**src/bsfr_pkg.sv**
```systemverilog
// bsfr_pkg: types, register indexes, reset values and codes for the
// byte-stuffed frame receiver; used by every module of the block
`default_nettype none

package bsfr_pkg;

    localparam int CFG_INDEX_W = 3;
    localparam int CFG_DATA_W  = 16;
    localparam int LEN_W       = 12;
    localparam int COUNT_W     = 13;
    localparam int PKT_W       = 16;
    localparam int CNT32_W     = 32;

    localparam logic [CFG_INDEX_W-1:0] CFG_START_BYTE  = 3'd0;
    localparam logic [CFG_INDEX_W-1:0] CFG_END_BYTE    = 3'd1;
    localparam logic [CFG_INDEX_W-1:0] CFG_ESCAPE_BYTE = 3'd2;
    localparam logic [CFG_INDEX_W-1:0] CFG_STUFF_MASK  = 3'd3;
    localparam logic [CFG_INDEX_W-1:0] CFG_PIPE_TYPE   = 3'd4;
    localparam logic [CFG_INDEX_W-1:0] CFG_MAX_LENGTH  = 3'd5;
    localparam logic [CFG_INDEX_W-1:0] CFG_PKTS_BLOCK  = 3'd6;

    localparam logic [7:0]       RST_START_BYTE  = 8'h7E;
    localparam logic [7:0]       RST_END_BYTE    = 8'h7D;
    localparam logic [7:0]       RST_ESCAPE_BYTE = 8'h7C;
    localparam logic [7:0]       RST_STUFF_MASK  = 8'h20;
    localparam logic [7:0]       RST_PIPE_TYPE   = 8'h00;
    localparam logic [LEN_W-1:0] RST_MAX_LENGTH  = 12'd1024;
    localparam logic [PKT_W-1:0] RST_PKTS_BLOCK  = 16'd16;

    typedef enum logic [2:0] {
        MODE_IDLE     = 3'd0,
        MODE_TYPE     = 3'd1,
        MODE_MSG      = 3'd2,
        MODE_MSG_ESC  = 3'd3,
        MODE_PIPE     = 3'd4,
        MODE_PIPE_ESC = 3'd5
    } mode_t;

    typedef enum logic [1:0] {
        KIND_DATA  = 2'd0,
        KIND_GOOD  = 2'd1,
        KIND_ABORT = 2'd2
    } kind_t;

    typedef struct packed {
        logic [7:0]       start_byte;
        logic [7:0]       end_byte;
        logic [7:0]       escape_byte;
        logic [7:0]       stuff_mask;
        logic [7:0]       pipe_type;
        logic [LEN_W-1:0] max_length;
        logic [PKT_W-1:0] packets_per_block;
    } cfg_t;

    typedef struct packed {
        kind_t              kind;
        logic [7:0]         data;
        logic               is_pipe;
        logic [LEN_W-1:0]   frame_length;
        logic               block_done;
        logic [CNT32_W-1:0] dropped_total;
        logic [CNT32_W-1:0] good_messages;
    } result_t;

endpackage

`default_nettype wire

```
**src/bsfr_cfg.sv**
```systemverilog
// bsfr_cfg: configuration register file written through the plain write port
// depends on bsfr_pkg for register indexes, reset values and cfg_t
`default_nettype none

module bsfr_cfg
    import bsfr_pkg::*;
(
    input  wire logic                   clk,
    input  wire logic                   rst_n,
    input  wire logic                   cfg_write,
    input  wire logic [CFG_INDEX_W-1:0] cfg_index,
    input  wire logic [CFG_DATA_W-1:0]  cfg_data,
    output cfg_t                        cfg
);

    cfg_t cfg_reg;
    cfg_t cfg_next;

    always_comb
    begin
        cfg_next = cfg_reg;
        if (cfg_write)
        begin
            unique case (cfg_index)
                CFG_START_BYTE:  cfg_next.start_byte        = cfg_data[7:0];
                CFG_END_BYTE:    cfg_next.end_byte          = cfg_data[7:0];
                CFG_ESCAPE_BYTE: cfg_next.escape_byte       = cfg_data[7:0];
                CFG_STUFF_MASK:  cfg_next.stuff_mask        = cfg_data[7:0];
                CFG_PIPE_TYPE:   cfg_next.pipe_type         = cfg_data[7:0];
                CFG_MAX_LENGTH:  cfg_next.max_length        = cfg_data[LEN_W-1:0];
                CFG_PKTS_BLOCK:  cfg_next.packets_per_block = cfg_data[PKT_W-1:0];
                default:         cfg_next = cfg_reg;
            endcase
        end
    end

    always_ff @(posedge clk or negedge rst_n)
    begin
        if (!rst_n)
        begin
            cfg_reg.start_byte        <= RST_START_BYTE;
            cfg_reg.end_byte          <= RST_END_BYTE;
            cfg_reg.escape_byte       <= RST_ESCAPE_BYTE;
            cfg_reg.stuff_mask        <= RST_STUFF_MASK;
            cfg_reg.pipe_type         <= RST_PIPE_TYPE;
            cfg_reg.max_length        <= RST_MAX_LENGTH;
            cfg_reg.packets_per_block <= RST_PKTS_BLOCK;
        end
        else
        begin
            cfg_reg <= cfg_next;
        end
    end

    assign cfg = cfg_reg;

endmodule

`default_nettype wire

```
**src/bsfr_core.sv**
```systemverilog
// bsfr_core: deframing state machine, frame length and drop/message/block counters
// depends on bsfr_pkg for mode_t, kind_t, cfg_t and result_t
`default_nettype none

module bsfr_core
    import bsfr_pkg::*;
(
    input  wire logic       clk,
    input  wire logic       rst_n,
    input  wire logic       step,
    input  wire logic [7:0] rx_byte,
    input  wire cfg_t       cfg,
    output logic            res_valid,
    output result_t         res
);

    mode_t              mode_reg, mode_next;
    logic               on_pipe_reg, on_pipe_next;
    logic [COUNT_W-1:0] count_reg, count_next;
    logic [PKT_W-1:0]   packets_reg, packets_next;
    logic [CNT32_W-1:0] drop_reg, drop_next;
    logic [CNT32_W-1:0] msg_reg, msg_next;

    logic [COUNT_W-1:0] count_inc;
    logic [PKT_W-1:0]   packets_inc;
    logic [7:0]         store_val;
    logic               do_store;
    logic               in_body;

    assign count_inc   = count_reg + COUNT_W'(1);
    assign packets_inc = packets_reg + PKT_W'(1);
    assign in_body     = (mode_reg == MODE_MSG) || (mode_reg == MODE_MSG_ESC) ||
                         (mode_reg == MODE_PIPE) || (mode_reg == MODE_PIPE_ESC);

    always_comb
    begin
        mode_next    = mode_reg;
        on_pipe_next = on_pipe_reg;
        count_next   = count_reg;
        packets_next = packets_reg;
        drop_next    = drop_reg;
        msg_next     = msg_reg;
        do_store     = 1'b0;
        store_val    = rx_byte;
        res_valid    = 1'b0;
        res.kind         = KIND_DATA;
        res.data         = 8'd0;
        res.frame_length = '0;
        res.block_done   = 1'b0;

        if (rx_byte == cfg.start_byte)
        begin
            // start flag restarts from any state, aborting a body in progress
            mode_next  = MODE_TYPE;
            count_next = '0;
            if (in_body)
            begin
                res_valid = 1'b1;
                res.kind  = KIND_ABORT;
            end
        end
        else
        begin
            unique case (mode_reg) inside
                MODE_TYPE:
                begin
                    on_pipe_next = (rx_byte == cfg.pipe_type);
                    mode_next    = on_pipe_next ? MODE_PIPE : MODE_MSG;
                    count_next   = COUNT_W'(1);
                    res_valid    = 1'b1;
                    res.data     = rx_byte;
                end
                MODE_MSG, MODE_PIPE:
                begin
                    if (rx_byte == cfg.escape_byte)
                    begin
                        mode_next = on_pipe_reg ? MODE_PIPE_ESC : MODE_MSG_ESC;
                    end
                    else if (rx_byte == cfg.end_byte)
                    begin
                        if (on_pipe_reg)
                        begin
                            if (packets_inc == cfg.packets_per_block)
                            begin
                                packets_next   = '0;
                                res.block_done = 1'b1;
                            end
                            else
                            begin
                                packets_next = packets_inc;
                            end
                        end
                        else
                        begin
                            msg_next = msg_reg + CNT32_W'(1);
                        end
                        mode_next        = MODE_IDLE;
                        count_next       = '0;
                        res_valid        = 1'b1;
                        res.kind         = KIND_GOOD;
                        res.frame_length = count_reg[LEN_W-1:0];
                    end
                    else
                    begin
                        do_store = 1'b1;
                    end
                end
                MODE_MSG_ESC, MODE_PIPE_ESC:
                begin
                    do_store  = 1'b1;
                    store_val = rx_byte ^ cfg.stuff_mask;
                end
                default:
                begin
                    mode_next = MODE_IDLE;
                end
            endcase

            if (do_store)
            begin
                res_valid = 1'b1;
                if (count_inc > {1'b0, cfg.max_length})
                begin
                    drop_next  = drop_reg + CNT32_W'(1);
                    mode_next  = MODE_IDLE;
                    count_next = '0;
                    res.kind   = KIND_ABORT;
                end
                else
                begin
                    count_next = count_inc;
                    mode_next  = on_pipe_reg ? MODE_PIPE : MODE_MSG;
                    res.data   = store_val;
                end
            end
        end

        res.is_pipe       = on_pipe_next;
        res.dropped_total = drop_next;
        res.good_messages = msg_next;
    end

    always_ff @(posedge clk or negedge rst_n)
    begin
        if (!rst_n)
        begin
            mode_reg    <= MODE_IDLE;
            on_pipe_reg <= 1'b0;
            count_reg   <= '0;
            packets_reg <= '0;
            drop_reg    <= '0;
            msg_reg     <= '0;
        end
        else if (step)
        begin
            mode_reg    <= mode_next;
            on_pipe_reg <= on_pipe_next;
            count_reg   <= count_next;
            packets_reg <= packets_next;
            drop_reg    <= drop_next;
            msg_reg     <= msg_next;
        end
    end

endmodule

`default_nettype wire

```
**src/byte_stuffed_frame_receiver_unit.sv**
```systemverilog
// byte_stuffed_frame_receiver_unit: top level, input register, result register
// depends on bsfr_pkg, bsfr_cfg and bsfr_core
//
// channel   direction  handshake              payload
// input     in         in_valid / in_ready    rx_byte
// result    out        out_valid / out_ready  kind data is_pipe frame_length
//                                             block_done dropped_total good_messages
// config    in         cfg_write              cfg_index cfg_data
//
// one byte per cycle sustained while out_ready is high: a byte waits in the input
// register, and the state machine updates while it moves into the result register
// a result is offered once its byte has passed the input register into the result register;
// bytes with no result still take their slot
// out_ready low holds the result register, and the input register fills behind it
// reset clears the state, counters and valid flags and loads the register defaults
`default_nettype none

module byte_stuffed_frame_receiver_unit
    import bsfr_pkg::*;
(
    input  wire logic                   clk,
    input  wire logic                   rst_n,
    input  wire logic                   cfg_write,
    input  wire logic [CFG_INDEX_W-1:0] cfg_index,
    input  wire logic [CFG_DATA_W-1:0]  cfg_data,
    input  wire logic                   in_valid,
    output logic                        in_ready,
    input  wire logic [7:0]             rx_byte,
    output logic                        out_valid,
    input  wire logic                   out_ready,
    output logic [1:0]                  kind,
    output logic [7:0]                  data,
    output logic                        is_pipe,
    output logic [LEN_W-1:0]            frame_length,
    output logic                        block_done,
    output logic [CNT32_W-1:0]          dropped_total,
    output logic [CNT32_W-1:0]          good_messages
);

    cfg_t       cfg;
    logic       in_valid_reg;
    logic [7:0] byte_reg;
    logic       out_valid_reg;
    result_t    out_reg;
    logic       advance;
    logic       res_valid;
    result_t    res;

    bsfr_cfg u_cfg (
        .clk       (clk),
        .rst_n     (rst_n),
        .cfg_write (cfg_write),
        .cfg_index (cfg_index),
        .cfg_data  (cfg_data),
        .cfg       (cfg)
    );

    bsfr_core u_core (
        .clk       (clk),
        .rst_n     (rst_n),
        .step      (advance),
        .rx_byte   (byte_reg),
        .cfg       (cfg),
        .res_valid (res_valid),
        .res       (res)
    );

    // the held byte moves on once the result register is free or being emptied
    assign advance  = in_valid_reg && (!out_valid_reg || out_ready);
    assign in_ready = !in_valid_reg || advance;

    always_ff @(posedge clk or negedge rst_n)
    begin
        if (!rst_n)
        begin
            in_valid_reg  <= 1'b0;
            out_valid_reg <= 1'b0;
        end
        else
        begin
            if (in_ready)
            begin
                in_valid_reg <= in_valid;
            end
            if (advance)
            begin
                out_valid_reg <= res_valid;
            end
            else if (out_ready)
            begin
                out_valid_reg <= 1'b0;
            end
        end
    end

    always_ff @(posedge clk)
    begin
        if (in_valid && in_ready)
        begin
            byte_reg <= rx_byte;
        end
        if (advance && res_valid)
        begin
            out_reg <= res;
        end
    end

    assign out_valid     = out_valid_reg;
    assign kind          = out_reg.kind;
    assign data          = out_reg.data;
    assign is_pipe       = out_reg.is_pipe;
    assign frame_length  = out_reg.frame_length;
    assign block_done    = out_reg.block_done;
    assign dropped_total = out_reg.dropped_total;
    assign good_messages = out_reg.good_messages;

endmodule

`default_nettype wire

```
**config.mk**
```make
export PLATFORM = sky130hd
export DESIGN_NAME = byte_stuffed_frame_receiver_unit
export DESIGN_NICKNAME = d
export VERILOG_FILES = /design/src/bsfr_pkg.sv /design/src/bsfr_cfg.sv /design/src/bsfr_core.sv /design/src/byte_stuffed_frame_receiver_unit.sv
export SDC_FILE = /design/constraint.sdc
export NUM_CORES = 1
export LEC_CHECK = 0
export BUFFER_PORTS_ARGS = -buffer_cell sky130_fd_sc_hd__buf_4
export CAP_MARGIN = 20
export CORE_MARGIN = 2
export CORE_UTILIZATION = 43
export DETAILED_ROUTE_END_ITERATION = 10
export GPL_ROUTABILITY_DRIVEN = 0
export PLACE_DENSITY_LB_ADDON = 0.2
export SLEW_MARGIN = 20
export SYNTH_ARGS = -nofsm -noshare
export SYNTH_HDL_FRONTEND = slang
export SYNTH_SLANG_ARGS = --single-unit
export TNS_END_PERCENT = 10
```
**constraint.sdc**
```tcl
create_clock -name clk -period 6.25 [get_ports clk]
set_input_delay 0.3125 -clock clk [delete_from_list [all_inputs] [get_ports clk]]
set_output_delay 0.3125 -clock clk [all_outputs]
set_load 0.02 [all_outputs]
```
==> results of run 1 <==
layout make-up:
| class | count | share of cell area (%) |
|---|---|---|
| sequential | 263 | 46.0 |
| multi-input combinational | 788 | 36.1 |
| timing repair buffer | 153 | 7.85 |
| clock buffer | 43 | 5.58 |
| tap | 390 | 3.17 |
| inverter | 27 | 0.658 |
| clock inverter | 11 | 0.609 |
placed cells by master (no fill, tap or decap), types with 7 or more instances in the layout:
cell,instances
sky130_fd_sc_hd__dfrtp_1,147
sky130_fd_sc_hd__buf_4,132
sky130_fd_sc_hd__xnor2_1,126
sky130_fd_sc_hd__nand2_1,124
sky130_fd_sc_hd__edfxtp_1,96
sky130_fd_sc_hd__mux2_2,72
sky130_fd_sc_hd__nand3_1,71
sky130_fd_sc_hd__xor2_1,55
sky130_fd_sc_hd__nand4_1,38
sky130_fd_sc_hd__and3_1,31
sky130_fd_sc_hd__nor2_1,30
sky130_fd_sc_hd__clkbuf_16,30
sky130_fd_sc_hd__inv_1,27
sky130_fd_sc_hd__nor4_1,22
sky130_fd_sc_hd__nor3_1,21
sky130_fd_sc_hd__dfstp_2,20
sky130_fd_sc_hd__o21ai_0,17
sky130_fd_sc_hd__dlygate4sd3_1,17
sky130_fd_sc_hd__or3_1,16
sky130_fd_sc_hd__ha_1,16
sky130_fd_sc_hd__a21oi_1,13
sky130_fd_sc_hd__a21o_1,13
sky130_fd_sc_hd__a31oi_1,12
sky130_fd_sc_hd__o31ai_1,10
sky130_fd_sc_hd__and2_1,7
sky130_fd_sc_hd__clkbuf_1,7
per-layer routing:
metal | wire length [um] | share of wire [%] | GRT usage [%]
met4 | 439 | 1.6 | 3.35
met2 | 12900 | 47 | 28.4
met1 | 13400 | 48 | 25.8
met3 | 963 | 3.5 | 2.24
met5 | 0 | 0 | 0
worst min-delay path by stage:
stage	startpoint	end	slack (ns)	cells after the start
after floorplan	rst_n	in_valid_reg$_DFFE_PN0N_	0.02	0
after global placement	rst_n	u_core.packets_reg[8]$_DFFE_PN0P_	0.40	1
after detailed placement	rst_n	u_core.packets_reg[8]$_DFFE_PN0P_	0.41	1
after CTS	cfg_data[9]	u_cfg.cfg[25]$_DFFE_PN0P_	0.002	2
after global routing	cfg_data[9]	u_cfg.cfg[9]$_DFFE_PN0P_	0.02	2
final	cfg_data[9]	u_cfg.cfg[9]$_DFFE_PN0P_	0.02	2
what timing repair did:
item,CTS,global route
endpoints found under the hold margin,89,0
hold buffers,17,0
gates resized for setup,0,0
cell families after synthesis:
| logic type | synth area share (%) |
|---|---|
| mux | 6.30 |
| buf+inv | 3.17 |
| compound gates | 5.78 |
| xor+xnor | 12.2 |
| fa+ha+maj | 1.54 |
| simple gates | 16.7 |
| flops | 54.4 |
stage by stage:
step | total power, W | utilization [%] | worst slack [ns]
after global placement | 0.00363 | 47.9 | 2.25
after detailed placement | 0.00366 | 48.0 | 2.06
final | 0.00529 | 51.8 | 2.15
after floorplan | 0.00315 | - | 0.332
after CTS | 0.00536 | 51.7 | 2.04
after global routing | 0.00556 | 51.8 | 1.74
power groups by stage:
stage / sequential [W] / combinational [W] / clock (W)
finish: 0.00239 / 0.00122 / 0.00167
global route: 0.00243 / 0.00135 / 0.00179
CTS: 0.00240 / 0.00124 / 0.00172
detailed placement: 0.00243 / 0.00123 / 0
global placement: 0.00242 / 0.00121 / 0
floorplan: 0.00258 / 0.000574 / 0
==> run summary, run 1 <==
The flow ran to the end, and the final reports show no timing, DRC or antenna violations. The worst setup path is captured at a flop. The worst reg2reg path startpoint is u_core.count_reg[0]$_DFFE_PN0P_. Between clock sinks in the finished design, the worst skew comes to approximately 0.0088 ns.

Entering global routing, the biggest net connects 89 pins. The placed standard-cell area is 0.0143 sq mm. The core region is 0.0297 sq mm. The final-report max-slew violation count is 0.

The worst setup path is launched from a flop. The length in cells of the worst reg-to-reg path is 13. The final worst hold slack came out at about 0.018 ns.

The ratio of routed vias to standard cells is 5.23. In this run the power density over the cells is around 340 mW/mm^2. The internal portion of the total power is 0.00367 W. The number of filler instances in the final layout came out at 2646. The required time at the worst-slack endpoint came out at approximately 6.6 ns.

The total clock sinks came out at between 200 and 300. The relative contribution of the clock network to total power is 31.6%. Of all nets on the critical path, the largest fanout is 10. The setup fix buffers added after clock tree synthesis is 0. Of the total power, registers draw a little under half. Synthesis produced roughly 1100 cells. The detailed-router iteration count before antenna repair is 5. The share of flip-flops with an asynchronous set or reset after synthesis is 63.5%. The prevailing post-synth register cell is sky130_fd_sc_hd__dfrtp_1. The cell with the most instances after synthesis is sky130_fd_sc_hd__dfrtp_1. The largest delay contributor family on the critical path is simple AND/OR/NAND/NOR gates. The die boundary height came out at around 180 um. Counting the buffers created by CTS gives 29. The netlist uses between 60 and 70 different library cells. After clock tree synthesis, the clock-pin slew on the worst setup and hold paths is 0.06 ns. The Yosys step of the flow raised 0 warnings.

The post-detailed-route count of antenna-violating nets is 0. The class of the most critical hold timing path is primary input to flop. The placed wire-length estimate after detailed placement is 19100 um.

The share of layout cells above drive strength 1 came out at approximately 23%. Excluding fillers, the count of instances in the completed layout stands at ~1700. After routing the design area is around 0.015 sq mm.

The number of hold violations in the final report is 0. The category of the critical setup timing path is flop to flop. Dividing the synthesized area by the synthesized cell count gives ~11 sq um. The most critical setup path has its endpoint at data[3]$_SDFFCE_PP0P_. The worst path arrival time is roughly 4.5 ns. The H-tree depth came out at 1. The number of port buffers is ~120.

Setup repair after global routing left no endpoint under its margin. The critical path launch point is u_core.count_reg[0]$_DFFE_PN0P_. In the routed design, unresolved DRC markers number 0. The synthesized net count came out at between 1000 and 1500. The switching portion of total power came out at a little over 30%. The remaining global-route overflow came out at 0.

The power spent charging and discharging nets came out at approximately 0.0016 W. The mapped netlist covers 0.0130 sq mm. The number of antenna diodes in the final layout is 0.

The area of the die came out at approximately 0.032 sq mm. The sequential cell area came out at between 0.007 and 0.008 sq mm. The reg-to-reg critical path endpoint is data[3]$_SDFFCE_PP0P_. The clock latency on the worst-skew pair came out at around 0.55 ns.

The number of placed instances with taps included is between 1500 and 2000. The initial standard-cell utilization of the core came out at 43.8%. The number of global-route vias before repair came to about 8500. The detailed-route wire length per cell came out at around 17 um. The global-route total usage across every layer is between 10% and 20%. Combinational logic burns 23.2% of the power. The critical-path cell with the highest stage delay is sky130_fd_sc_hd__nand4b_1. At the pin with the least slew margin, the transition time is ~1.0 ns. The initial antenna violation count was 0. The maximum clock path buffer count came out at 3. The max-capacitance violation count is 0. The share of Yosys cell area claimed by the top area cell type is about 28%. The time the worst path needs with I/O delays and setup came out at 4.10 ns. Across the VDD grid, the largest voltage drop is roughly 0.24 mV. The accumulated negative setup slack came out at 0 ns.

In this run, synthesis produced a sequential element count of 263. The number of nets in the finished design came out at ~1300. Sequential cells were found to cover between 50% and 60% of the synthesized design area. Counting flops with a built-in enable in the synthesized netlist gives 96.

The count of boundary I/O pins is roughly 120. The number of DRC markers in iteration 0 is ~690. Ranked by total cell area, the synthesized netlist is headed by sky130_fd_sc_hd__dfrtp_1 (28%), sky130_fd_sc_hd__edfxtp_1 (22%), sky130_fd_sc_hd__xnor2_1 (8.5%). The count of vias placed by the detailed router came out at about 8800. The total length of routed wires came out at about 28000 um. Traced cell by cell, the critical path runs through ha_1, nand3_1, nor2_1, nand3_1, xnor2_1, ha_1, a21o_1, a21oi_1, o211ai_1, o21ai_1, nand4b_1, or3_1, a31oi_1. The total buffers and inverters traversed by the critical path is 0. The max-slew headroom at the worst pin is 29.9%. TritonCTS built the clock tree. The worst path uses around two thirds of the clock period.

The layout overhead on the synthesized area is 18.2%. The reg-to-reg setup timing slack is roughly 2.2 ns. Counting instances in the post-synthesis netlist gives the leading cell types as sky130_fd_sc_hd__dfrtp_1 (147), sky130_fd_sc_hd__xnor2_1 (126), sky130_fd_sc_hd__nand2_1 (124).

The number of flip-flops in the largest register is between 60 and 70. The number of failing setup endpoints in the final timing report is 0. The x dimension of the die is about 180 um. Summing all multi-input logic gate instances after layout gives about 0.0056 sq mm.

On the worst path, the slowest cell contributes a delay of ~0.54 ns. The cell type with the largest total area after synthesis is sky130_fd_sc_hd__dfrtp_1. The clock tree root buffer cell is sky130_fd_sc_hd__clkbuf_16. The global-route wire length before repair came out at 44900 um.

In this run the static leakage power is roughly 6.3 nW. The highest clock rate is 0.244 GHz. The logic depth of the worst setup path including buffers came out at 13. In this run the core area contains 63 standard-cell rows.
No activity file was read; power rests on OpenSTA's default activity.
==> run 2: changes to the inputs <==
--- a/config.mk
+++ b/config.mk
@@ -5,6 +5,7 @@
 export SDC_FILE = /design/constraint.sdc
 export NUM_CORES = 1
 export LEC_CHECK = 0
+export ABC_AREA = 1
 export BUFFER_PORTS_ARGS = -buffer_cell sky130_fd_sc_hd__buf_4
 export CAP_MARGIN = 20
 export CORE_MARGIN = 2
==> constraint.sdc (replaced) <==
create_clock -name clk -period 3.6 [get_ports clk]
set_input_delay 0.18 -clock clk [delete_from_list [all_inputs] [get_ports clk]]
set_output_delay 0.18 -clock clk [all_outputs]
set_load 0.02 [all_outputs]
==> run summary, run 2 <==
The flow ran to the end, and the final reports show no timing, DRC or antenna violations. The worst-case IR drop observed on VDD is ~0.37 mV. The ratio of routed vias to standard cells came out at 4.96. Sorting the synthesized cells by area gives the leading types as sky130_fd_sc_hd__dfrtp_1 (27%), sky130_fd_sc_hd__edfxtp_1 (21%), sky130_fd_sc_hd__nand2_1 (14%). For this run, the slowest stage of the critical path takes ~0.38 ns. The number of synthesized register bits is around 260.

The layout overhead on the synthesized area came out at 19.7%. The number of flip-flops in the largest register came out at 68. The share of layout cells above drive strength 1 is between 10% and 20%. The worst setup path is launched from a flop. Row generation in the floorplan step produced between 60 and 70 rows. The sequential cell area fraction in the yosys report is ~52%. Yosys instantiated no cell more often than sky130_fd_sc_hd__nand2_1.

The cell depth of the worst hold path is 3. The library cell used most frequently in the layout, excluding fill and tap cells, is sky130_fd_sc_hd__nand2_1. The highest net fanout along the worst path is 7. The number of hold violations in the final report came to 0. The startpoint identified for the worst hold timing path is cfg_data[7]. The detailed-route wire length per cell is 14.8 um. The count of synthesis-stage warnings from yosys came out at 0. Cells fill a little over half of the core in the end. The number of instances in the synthesized netlist is about 1600. The share of flip-flops with an asynchronous set or reset after synthesis is a little under two thirds.

The measured slew at the worst slew-check pin came out at around 0.91 ns. Among all flip-flop cells after synthesis, the most frequent one is sky130_fd_sc_hd__dfrtp_1. The reg-to-reg setup timing slack is approximately 0.31 ns.

The highest clock rate is around 0.30 GHz. The static leakage is 7.56 nW. The mapped netlist covers approximately 0.014 sq mm. The global-route total usage across every layer is a little under 20%.

The initial antenna violation count came out at 0. The antenna diode count is 0. The time the worst path needs with I/O delays and setup is approximately 3.3 ns. The die boundary height is between 150 and 200 um. The critical path is of the flop to flop type.

Power spread over the standard cell area amounts to approximately 630 mW/mm^2. The maximum number of pins on one net before global-route repair came out at 82. The TritonCTS clock tree is done. The placed standard-cell area is around 0.015 sq mm.

The area of the die came out at ~0.033 sq mm. The path class of the tightest hold or removal check is primary input to flop. For the worst setup path, the data arrival time is approximately 3.6 ns. The global-route wire length before repair came out at 52700 um. The number of global-route vias before repair came out at 10300. The met2 capacity usage during global routing came out at ~33%. The synthesized design contains 96 enable-type register cells. Leaving out fill and tap cells, the most frequent cells in the layout are sky130_fd_sc_hd__nand2_1 (498), sky130_fd_sc_hd__inv_1 (204), sky130_fd_sc_hd__dfrtp_1 (147). The remaining global-route overflow is 0. The detailed router finished its first iteration with ~710 violations. The number of buffers inserted during clock tree synthesis came out at 30. Summing over every cut layer, the via total after detailed routing is about 11000. The root buffer cell chosen for the clock tree is sky130_fd_sc_hd__clkbuf_16. Summed over its instances, the top area cell type makes up roughly 27% of the synthesized netlist area. On the critical path, the stage with the largest delay is an instance of sky130_fd_sc_hd__dfrtp_1. The floorplan step defined a core boundary enclosing about 0.031 sq mm. The commonest cells after synthesis are sky130_fd_sc_hd__nand2_1 (499), sky130_fd_sc_hd__inv_1 (204), sky130_fd_sc_hd__dfrtp_1 (147). The x dimension of the die came out at between 150 and 200 um. The clock latency on the worst-skew pair is between 0.5 and 0.6 ns. The path with the worst hold slack has its endpoint at u_cfg.cfg[7]$_DFFE_PN0P_.

The post-route cell area came out at ~0.016 sq mm. After detailed routing, the number of remaining DRC violations is 0. met2 is the most crowded layer. The worst reg2reg path startpoint is u_core.count_reg[2]$_DFFE_PN0P_. Summing internal, switching and leakage power gives slightly above 0.01 W.

Of the available clock period, the critical path in the final layout requires 91.4%. The number of nets in the finished design is between 1500 and 2000. The number of filler instances in the final layout is around 2900.

The clock transition time at the flip-flop clock pins of the worst setup and hold paths came out at about 0.060 ns. Traced cell by cell, the critical path runs through inv_1, nor3_1, inv_1, nor2_1, nand2_1, nor2_1, xor2_1, inv_1, ha_1, nand3_1, nor2_1, nand3_2, nand2_1, nor2_2, nand4_1, or2_2, and2_1. The tool flagged a number of max-cap violations equal to 0. The total length of routed wires is ~32000 um. The maximum clock path buffer count came out at 3. The number of port buffers came out at between 100 and 150. The met1 global-route usage is a little over a quarter.

The element type at the critical path end is a flop. After legalization and detailed placement, the total HPWL measured 22800 um. The detailed-router iteration count before antenna repair came out at 5. The synthesized area divided by synthesized cell count came out at 8.50 sq um. For the worst setup path, the data required time is 3.89 ns. Synthesis produced a netlist with a net count of between 1500 and 2000. Setup violations remaining at the end of the flow were counted as 0. The tree built by TritonCTS fans out to approximately 260 sinks. The initial utilization of the core area, before any placement, comes to between 40% and 50%.

Between clock sinks in the finished design, the worst skew comes to 0.0138 ns. The count of boundary I/O pins came out at ~120. The H-tree depth came out at 1. The length in cells of the worst reg-to-reg path came out at 17. The critical path launch point is u_core.count_reg[2]$_DFFE_PN0P_. The max-slew headroom at the worst pin came out at between 30% and 40%.

Global routing used approximately 2.7% of the available met3 tracks. The distinct cell type count after synthesis came out at between 50 and 60. The endpoint identified for the worst register-to-register timing path is dropped_total[20]$_DFFE_PP_.

The cell type with the largest total area after synthesis is sky130_fd_sc_hd__dfrtp_1. The final-report max-slew violation count is 0. The post-detailed-route count of antenna-violating nets came out at 0.
run 2: changes by cell type after synthesis, sizes merged, moves of 29 or more:
cell / before / now
nand2: 124 / 509
inv: 27 / 216
o21ai: 20 / 128
xnor2: 126 / 21
nor2: 31 / 118
mux2: 72 / 2
and3: 32 / 3
run 2: what timing repair did:
action,4_1_cts,5_1_grt
hold endpoints to repair,88,0
hold buffers,20,0
gates resized for setup,0,9
setup endpoints to repair,0,54
setup buffers,0,4
run 2: critical path, delay by kind of cell (launching register included):
| family | cells | cell delay [ns] |
|---|---|---|
| and+or+nand+nor | 12 | 1.93 |
| DFF | 1 | 0.38 |
| adders and majority gates | 1 | 0.27 |
| buffers and inverters | 3 | 0.24 |
| xor gates and xnor gates | 1 | 0.23 |
run 2: worst max path at each step:
stage	endpoint	slack, ns	cells past startpoint
after floorplan	block_done$_SDFFCE_PP0P_	0.41	8
after global placement	dropped_total[19]$_DFFE_PP_	0.29	24
after detailed placement	u_core.drop_reg[4]$_DFFE_PN0P_	0.18	24
after CTS	dropped_total[19]$_DFFE_PP_	0.17	24
final	dropped_total[20]$_DFFE_PP_	0.31	17
after global routing	data[2]$_SDFFCE_PP0P_	-0.02	20
run 2: kinds of logic (layout without fill, tap and decap cells):
logic type	Yosys count	in the layout	share of synthesized area, %
AO/OA/AOI/OAI	175	175	7.56
XOR/XNOR	70	70	4.59
adder cells (fa/ha/maj)	16	16	1.48
buffers and inverters	258	429	7.41
flip-flops	263	263	52.4
multiplexers	2	2	0.166
AND/OR/NAND/NOR	807	807	26.4
run 2: metal layers:
metal / up-vias / routed length (um)
met4: 0 / 764
li1: 5403 / -
met3: 59 / 1460
met2: 247 / 15000
met5: - / 0
met1: 4995 / 14800
run 2: metrics by stage:
step | setup slack (ns) | setup TNS (ns) | hold slack [ns] | std cells
after floorplan | 0.408 | 0 | -0.116 | 1591
after global placement | 0.293 | 0 | 0.284 | 2078
after detailed placement | 0.176 | 0 | 0.290 | 2078
after CTS | 0.168 | 0 | 0.0240 | 2154
after global routing | -0.0178 | -0.0295 | 0.0607 | 2158
final | 0.311 | 0 | 0.0380 | 2158
run 2: power breakdown:
group / internal [W] / switching, W
Sequential: 0.00384 / 0.000364
Clock: 0.00200 / 0.00122
Combinational: 0.00100 / 0.00182
run 2: area by class of cell:
cell class / instances / area [sq um] / share of cell area, %
Sequential cell: 263 / 7090 / 43.8
Multi-Input combinational cell: 1070 / 5490 / 33.9
Timing Repair Buffer: 156 / 1260 / 7.76
Tap cell: 396 / 495 / 3.06
Clock buffer: 36 / 795 / 4.91
Inverter: 217 / 817 / 5.04
Clock inverter: 20 / 255 / 1.58
